--- src/hw/rtl/cscn_pkg.sv ---
// ----------------------------------------------------------------------------
// cscn_pkg
// Shared types and constants of the color sensor calibrate/normalize block.
// ----------------------------------------------------------------------------
package cscn_pkg;

   localparam int unsigned CountWidth = 16;
   localparam int unsigned SumWidth   = 22;
   localparam int unsigned FillWidth  = 7;
   localparam int unsigned LevelWidth = 8;
   localparam int unsigned LuxWidth   = 21;
   localparam int unsigned StatWidth  = 3;

   // result status codes
   typedef enum logic [StatWidth-1:0] {
      STAT_OK         = 3'd0,
      STAT_WARM_OK    = 3'd1,
      STAT_WARM_SAT   = 3'd2,
      STAT_WARM_DARK  = 3'd3,
      STAT_SATURATED  = 3'd4,
      STAT_TOO_DARK   = 3'd5,
      STAT_RESTARTED  = 3'd6
   } status_type;

   // request payload
   typedef struct packed {
      logic                  command;
      logic [CountWidth-1:0] clear_count;
      logic [CountWidth-1:0] red_count;
      logic [CountWidth-1:0] green_count;
      logic [CountWidth-1:0] blue_count;
   } req_type;

   // response payload
   typedef struct packed {
      status_type            status;
      logic [LevelWidth-1:0] red_level;
      logic [LevelWidth-1:0] green_level;
      logic [LevelWidth-1:0] blue_level;
      logic [LuxWidth-1:0]   lux_sixteenths;
      logic [FillWidth-1:0]  warmup_filled;
   } rsp_type;

   // bit-serial divider control
   typedef struct packed {
      logic start;
   } div_ctl_type;

endpackage

--- src/hw/rtl/cscn_div.sv ---
// ----------------------------------------------------------------------------
// cscn_div
// Restoring divider, one quotient bit per cycle, quotient saturated at 255.
// ----------------------------------------------------------------------------
module cscn_div #(
   parameter int unsigned NumWidth = 64,
   parameter int unsigned DenWidth = 48
) (
   input  logic                                clock,
   input  logic                                reset,
   input  cscn_pkg::div_ctl_type               ctl,
   input  logic [NumWidth-1:0]                 numer,
   input  logic [DenWidth-1:0]                 denom,
   output logic                                done,
   output logic [cscn_pkg::LevelWidth-1:0]     quot
);
   import cscn_pkg::*;

   localparam int unsigned CntWidth = $clog2(NumWidth + 1);

   logic [NumWidth-1:0] num_ff, num_in;
   logic [DenWidth:0]   rem_ff, rem_in;
   logic [DenWidth-1:0] den_ff, den_in;
   logic                big_ff, big_in;
   logic [LevelWidth-1:0] q_ff, q_in;
   logic [CntWidth-1:0] cnt_ff, cnt_in;
   logic                busy_ff, busy_in;
   logic [DenWidth:0]   trial;
   logic                qbit;

   // one shift-subtract step
   always_comb begin
      trial  = {rem_ff[DenWidth-1:0], num_ff[NumWidth-1]};
      qbit   = (trial >= {1'b0, den_ff});
      num_in = num_ff;
      rem_in = rem_ff;
      den_in = den_ff;
      big_in = big_ff;
      q_in   = q_ff;
      cnt_in = cnt_ff;
      busy_in = busy_ff;
      if (ctl.start) begin
         num_in  = numer;
         den_in  = denom;
         rem_in  = '0;
         big_in  = 1'b0;
         q_in    = '0;
         cnt_in  = CntWidth'(NumWidth);
         busy_in = 1'b1;
      end else if (busy_ff) begin
         num_in = {num_ff[NumWidth-2:0], 1'b0};
         rem_in = qbit ? trial - {1'b0, den_ff} : trial;
         big_in = big_ff | q_ff[LevelWidth-1];
         q_in   = {q_ff[LevelWidth-2:0], qbit};
         cnt_in = cnt_ff - 1'b1;
         if (cnt_ff == CntWidth'(1)) busy_in = 1'b0;
      end
   end

   always_ff @(posedge clock) begin
      num_ff <= num_in;
      rem_ff <= rem_in;
      den_ff <= den_in;
      big_ff <= big_in;
      q_ff   <= q_in;
      cnt_ff <= cnt_in;
      if (reset) begin
         busy_ff <= 1'b0;
      end else begin
         busy_ff <= busy_in;
      end
   end

   assign done = !busy_ff;
   assign quot = big_ff ? '1 : q_ff;

endmodule

--- config.mk ---
export PLATFORM = sky130hd
export DESIGN_NAME = cscn_div
export DESIGN_NICKNAME = d
export VERILOG_FILES = /design/src/hw/rtl/cscn_pkg.sv /design/src/hw/rtl/cscn_div.sv
export SDC_FILE = /design/constraint.sdc
export NUM_CORES = 1
export LEC_CHECK = 0
export BUFFER_PORTS_ARGS = -buffer_cell sky130_fd_sc_hd__buf_2
export CAP_MARGIN = 10
export CORE_MARGIN = 5
export CORE_UTILIZATION = 63
export CTS_CLUSTER_DIAMETER = 30
export DETAILED_ROUTE_END_ITERATION = 6
export PLACE_DENSITY = 0.95
export SYNTH_ARGS = -nofsm -noshare
export SYNTH_HDL_FRONTEND = slang
export SYNTH_SLANG_ARGS = --single-unit
--- constraint.sdc ---
create_clock -name clock -period 5.52 [get_ports clock]
set_input_delay 1.656 -clock clock [delete_from_list [all_inputs] [get_ports clock]]
set_output_delay 1.656 -clock clock [all_outputs]
set_load 0.05 [all_outputs]
Yosys cells after proc, flatten, opt, wreduce, memory -nomap -nowiden

Cells that the tools add are included.
Widths: inputs -> output; s select.

$add $sub $neg: 2
Multipliers: 0
Divide/modulo/power cells: 0
Order comparisons: 1
Equality and inequality tests: 1
Shifts and indexed selects: 0
Mux-type cells: 7
Bitwise logic cells: 1
Reductions and logical operators: 2

Operator list:

| cell                | number |
|---|---|
| $mux 64             | 2 |
| $ge 49x48->1        | 1 |
| $mux 48             | 1 |
| $sub 48x48->48      | 1 |
| $mux 8              | 1 |
| $eq 7x1->1 const B  | 1 |
| $sub 7x1->7 const B | 1 |
| $mux 1              | 3 |
| $reduce_bool 2->1   | 1 |
| $logic_not 1->1     | 1 |
| $or 1x1->1          | 1 |

Bits in registers: 177
Latch bits: 0
Memory bits (writable): 0
ROM bits: 0
Input port bits: 115
Output and inout bits: 9
Word-level logic and storage cells: 21
Memories kept: 0

Longest topological paths before layout

Depth after elaboration: 4
Mapped depth: 14

Worst setup path before layout

No wires, ideal clock.

Path type: input-to-reg
Start: input port ctl
End: register num_ff[0], enable pin
Arrival time: 3.207 ns
Data required time: 5.102 ns
Slack: 1.895 ns
Cell stages on the path: 3
Cell sequence: nor2_1 -> clkbuf_1 -> inv_1

Word-level cells in the longest chain between the ends: 1

Ends and longest elaborated chain:

| what                               | RTL line       | text |
|---|---|---|
| start: declaration                 | cscn_div.sv:11 | `input cscn_pkg::div_ctl_type ctl,` |
| $reduce_bool 2->1 (no source line) | -              |  |
| end signal: assignment             | cscn_div.sv:61 | `num_ff <= num_in;` |
| end: declaration                   | cscn_div.sv:21 | `logic [NumWidth-1:0] num_ff, num_in;` |

No other way between the ends.
A chain may end at the register's enable or synchronous reset.

Worst setup path in the final report

Start: register busy_ff
End: output port done

Word-level cells in the longest chain between the ends: 1

Ends and longest elaborated chain:

| what                     | RTL line       | text |
|---|---|---|
| start: declaration       | cscn_div.sv:27 | `logic busy_ff, busy_in;` |
| start signal: assignment | cscn_div.sv:70 | `busy_ff <= busy_in;` |
| $logic_not 1->1          | cscn_div.sv:74 | `assign done = !busy_ff;` |
| end: declaration         | cscn_div.sv:14 | `output logic done,` |

No other way between the ends.

==> metrics.md <==
| Metric | Value |
|---|---|
| Status | `finished clean` |
| Overall Global Routing Usage | `25.4%` |
| Post-synth top flop | `edfxtp_1` |
| Initial antenna violation count | `0` |
| Max-cap viol count | `0` |
| Width of the die | `136 µm` |
| Average routed wire per standard cell | `17.5 µm` |
| TritonCTS clock tree | `done` |
| Via count | `7962` |
| Starting density of the core | `63.6%` |
| Cts hold-fix bufs | `0` |
| Footprint of the multi-input gates | `4900 µm²` |
| Initial DRC count | `591` |
| Setup TNS | `0 ns` |
| CP arrival | `2.25 ns` |
| # resized after CTS | `0` |
| Pre-antenna DRT Iters | `6` |
| Leak | `4.83 nW` |
| Crit path largest cell delay | `0.63 ns` |
| Layout net count | `1260` |
| Cell count after synthesis | `993` |
| Max VDD drop | `241 µV` |
| Htree depth | `4` |
| Antenna cells | `0` |
| Setup Fix Bufs, Post-CTS | `0` |
| Hold Fails Final Rpt | `0` |
| Routability cong. | `0.938` |
| Core Util, Final | `71.9%` |
| Worst Clk Skew | `0.0105 ns` |
| Yosys reg bits | `177` |
| Ys async rst share | `0%` |
| Period minus WS final | `3.91 ns` |
| Clock Sinks | `177` |
| DRC | `0` |
| Total grt overflow | `0` |
| Fill count | `1123` |
| Core area | `15800 µm²` |
| Wirelength, routed | `23200 µm` |
| EDFF count, synth | `112` |
| RSZ-0062 raised after global routing | `no` |
| # port buffers | `123` |
| Worst-Margin Slew | `1.01 ns` |
| Critical Path Start Type | `flip-flop` |
| Fin. max-slew vios | `0` |
| Final hold slack | `0.489 ns` |
| Tot Pwr | `0.00354 W` |
| Fraction of layout cells with a size suffix above 1 | `22.7%` |
| CP Capture Type | `primary output` |
| Die ar. | `18500 µm²` |
| Post-synthesis cell type count | `69` |
| Root buffer cell | `clkbuf_16` |
| CP Max Fanout | `79` |
| Post-synthesis sequential area ratio | `46.5%` |
| Slowest stage cell, crit path | `buf_4` |
| Final Setup Violations | `0` |
| Commonest non-fill, non-tap cell in the layout | `buf_2` |
| Worst-Skew Late Latency | `0.44 ns` |
| CP cell instances | `buf_4, clkinv_1, buf_2` |
| Syn Nets | `1159` |
| WP buf/inv | `3` |
| Worst r2r src | `num_ff[63]$_DFFE_PP_` |
| Sequential cell area | `4670 µm²` |
| Vias in the first global route | `7817` |
| Die Ht | `136 µm` |
| Hold Startpoint | `rem_ff[23]$_SDFFE_PP0P_` |
| Slew HR | `32.7%` |
| Post-route ant nets | `0` |
| CP Data Required Time | `3.86 ns` |
| # IOs | `124` |
| Clock slew at reported path FFs | `0.08 ns` |
| Yosys warning count | `0` |
| Synthesized cell area | `10000 µm²` |
| Largest net degree at the start of global routing | `86` |
| Commonest non-fill, non-tap cells in the layout | `buf_2, edfxtp_1, nand2_1, nor2_1, mux2_2` |
| Min-delay worst type | `reg -> reg` |
| Area growth from synthesis to layout | `13.1%` |
| Num CTS Buffers | `17` |
| Fin crit share | `70.8%` |
| CP Launch Point | `busy_ff$_SDFF_PP0_` |
| Global-route wire length before repair | `37600 µm` |
| Crit path max-delay family | `buffers and inverters` |
| Max Freq | `256 MHz` |
| Critical path type | `reg -> out` |
| Pwr dens | `313 nW/µm²` |
| Row count | `46` |
| CTS Buffer Depth | `2` |
| Post-DP HPWL | `16600 µm` |
| Via density | `6.02` |
| Post-Syn Area per Cell | `10.1 µm²` |
-- where the power goes --
part / internal [W] / leakage, nW / total [W] / switching [W]
logic: 0.000315 / 2.90 / 0.000765 / 0.000449
registers: 0.00154 / 1.65 / 0.00159 / 0.0000568
clock network: 0.000607 / 0.284 / 0.00118 / 0.000578
total: 0.00246 / 4.83 / 0.00354 / 0.00108
-- metal layers --
layer / global-route usage [%] / vias up / wire length, µm
met3: 7.36 / 50 / 1810
met1: 32.2 / 3747 / 9740
met4: 8.90 / 0 / 490
met2: 41.6 / 334 / 11100
li1: - / 3831 / -
met5: 0 / - / 0
-- area by class of cell --
class                      count  area share [%]
multi-input combinational    704            43.2
sequential                   177            41.2
timing repair buffer         132            6.08
clock buffer                  17            3.75
tap                          216            2.38
inverter                      62            2.05
clock inverter                15            1.38
-- cells by family (layout without fill, tap and decap cells) --
family / count (synthesis) / count (layout) / synth area share [%]
and+or+nand+nor: 293 / 293 / 13.4
AOI/OAI and AO/OA: 232 / 232 / 15.9
DFF: 177 / 177 / 46.5
buffers and inverters: 112 / 226 / 4.68
muxes: 82 / 82 / 9.00
adders and majority gates: 51 / 51 / 6.44
xor gates and xnor gates: 46 / 46 / 4.02
-- stage by stage --
| stage | worst slack, ns | cell area, µm² | std cells |
|---|---|---|---|
| finish | 1.61 | 11300 | 1323 |
| floorplan | 1.89 | 10000 | 993 |
| global route | 1.47 | 11300 | 1323 |
| CTS | 1.60 | 11300 | 1323 |
| detailed placement | 1.98 | 10800 | 1291 |
| global placement | 2.05 | 10800 | 1291 |
-- Yosys cell counts, types with 12 or more instances --
| library cell | instances | share of area [%] |
|---|---|---|
| edfxtp_1 | 112 | 34 |
| nand2_1 | 109 | 4.1 |
| nor2_1 | 85 | 3.2 |
| dfxtp_1 | 65 | 13 |
| mux2_2 | 65 | 7.3 |
| inv_1 | 60 | 2.2 |
| ha_1 | 50 | 6.2 |
| a21oi_1 | 49 | 2.4 |
| o21ai_0 | 44 | 2.2 |
| xnor2_1 | 29 | 2.5 |
| a21o_1 | 28 | 2.1 |
| a311oi_1 | 28 | 2.4 |
| clkbuf_1 | 26 | 0.97 |
| mux2i_1 | 17 | 1.7 |
| nand3_1 | 17 | 0.85 |
| xor2_1 | 17 | 1.5 |
| nand4_1 | 15 | 0.94 |
| and3_1 | 12 | 0.75 |
-- registers in the layout (all words and copies together) (netlist names) --
name     flops
den_ff      48
busy_ff      1
num_ff      64
q_ff         8
cnt_ff       7
big_ff       1
rem_ff      48
-- tightest hold or removal path: stages (launching register included) --
cell	delay [ns]
dfxtp_1	0.33
nand2_1	0.05
o21ai_0	0.06
-- final timing paths --
kind	end	slack (ns)	cells past startpoint
setup / recovery	done	1.61	3
hold / removal	rem_ff[23]$_SDFFE_PP0P_	0.49	2
hold reg to reg	rem_ff[23]$_SDFFE_PP0P_	0.49	2
setup reg to reg	rem_ff[42]$_SDFFE_PP0P_	1.90	12
Power figures use the tool's default switching activity.
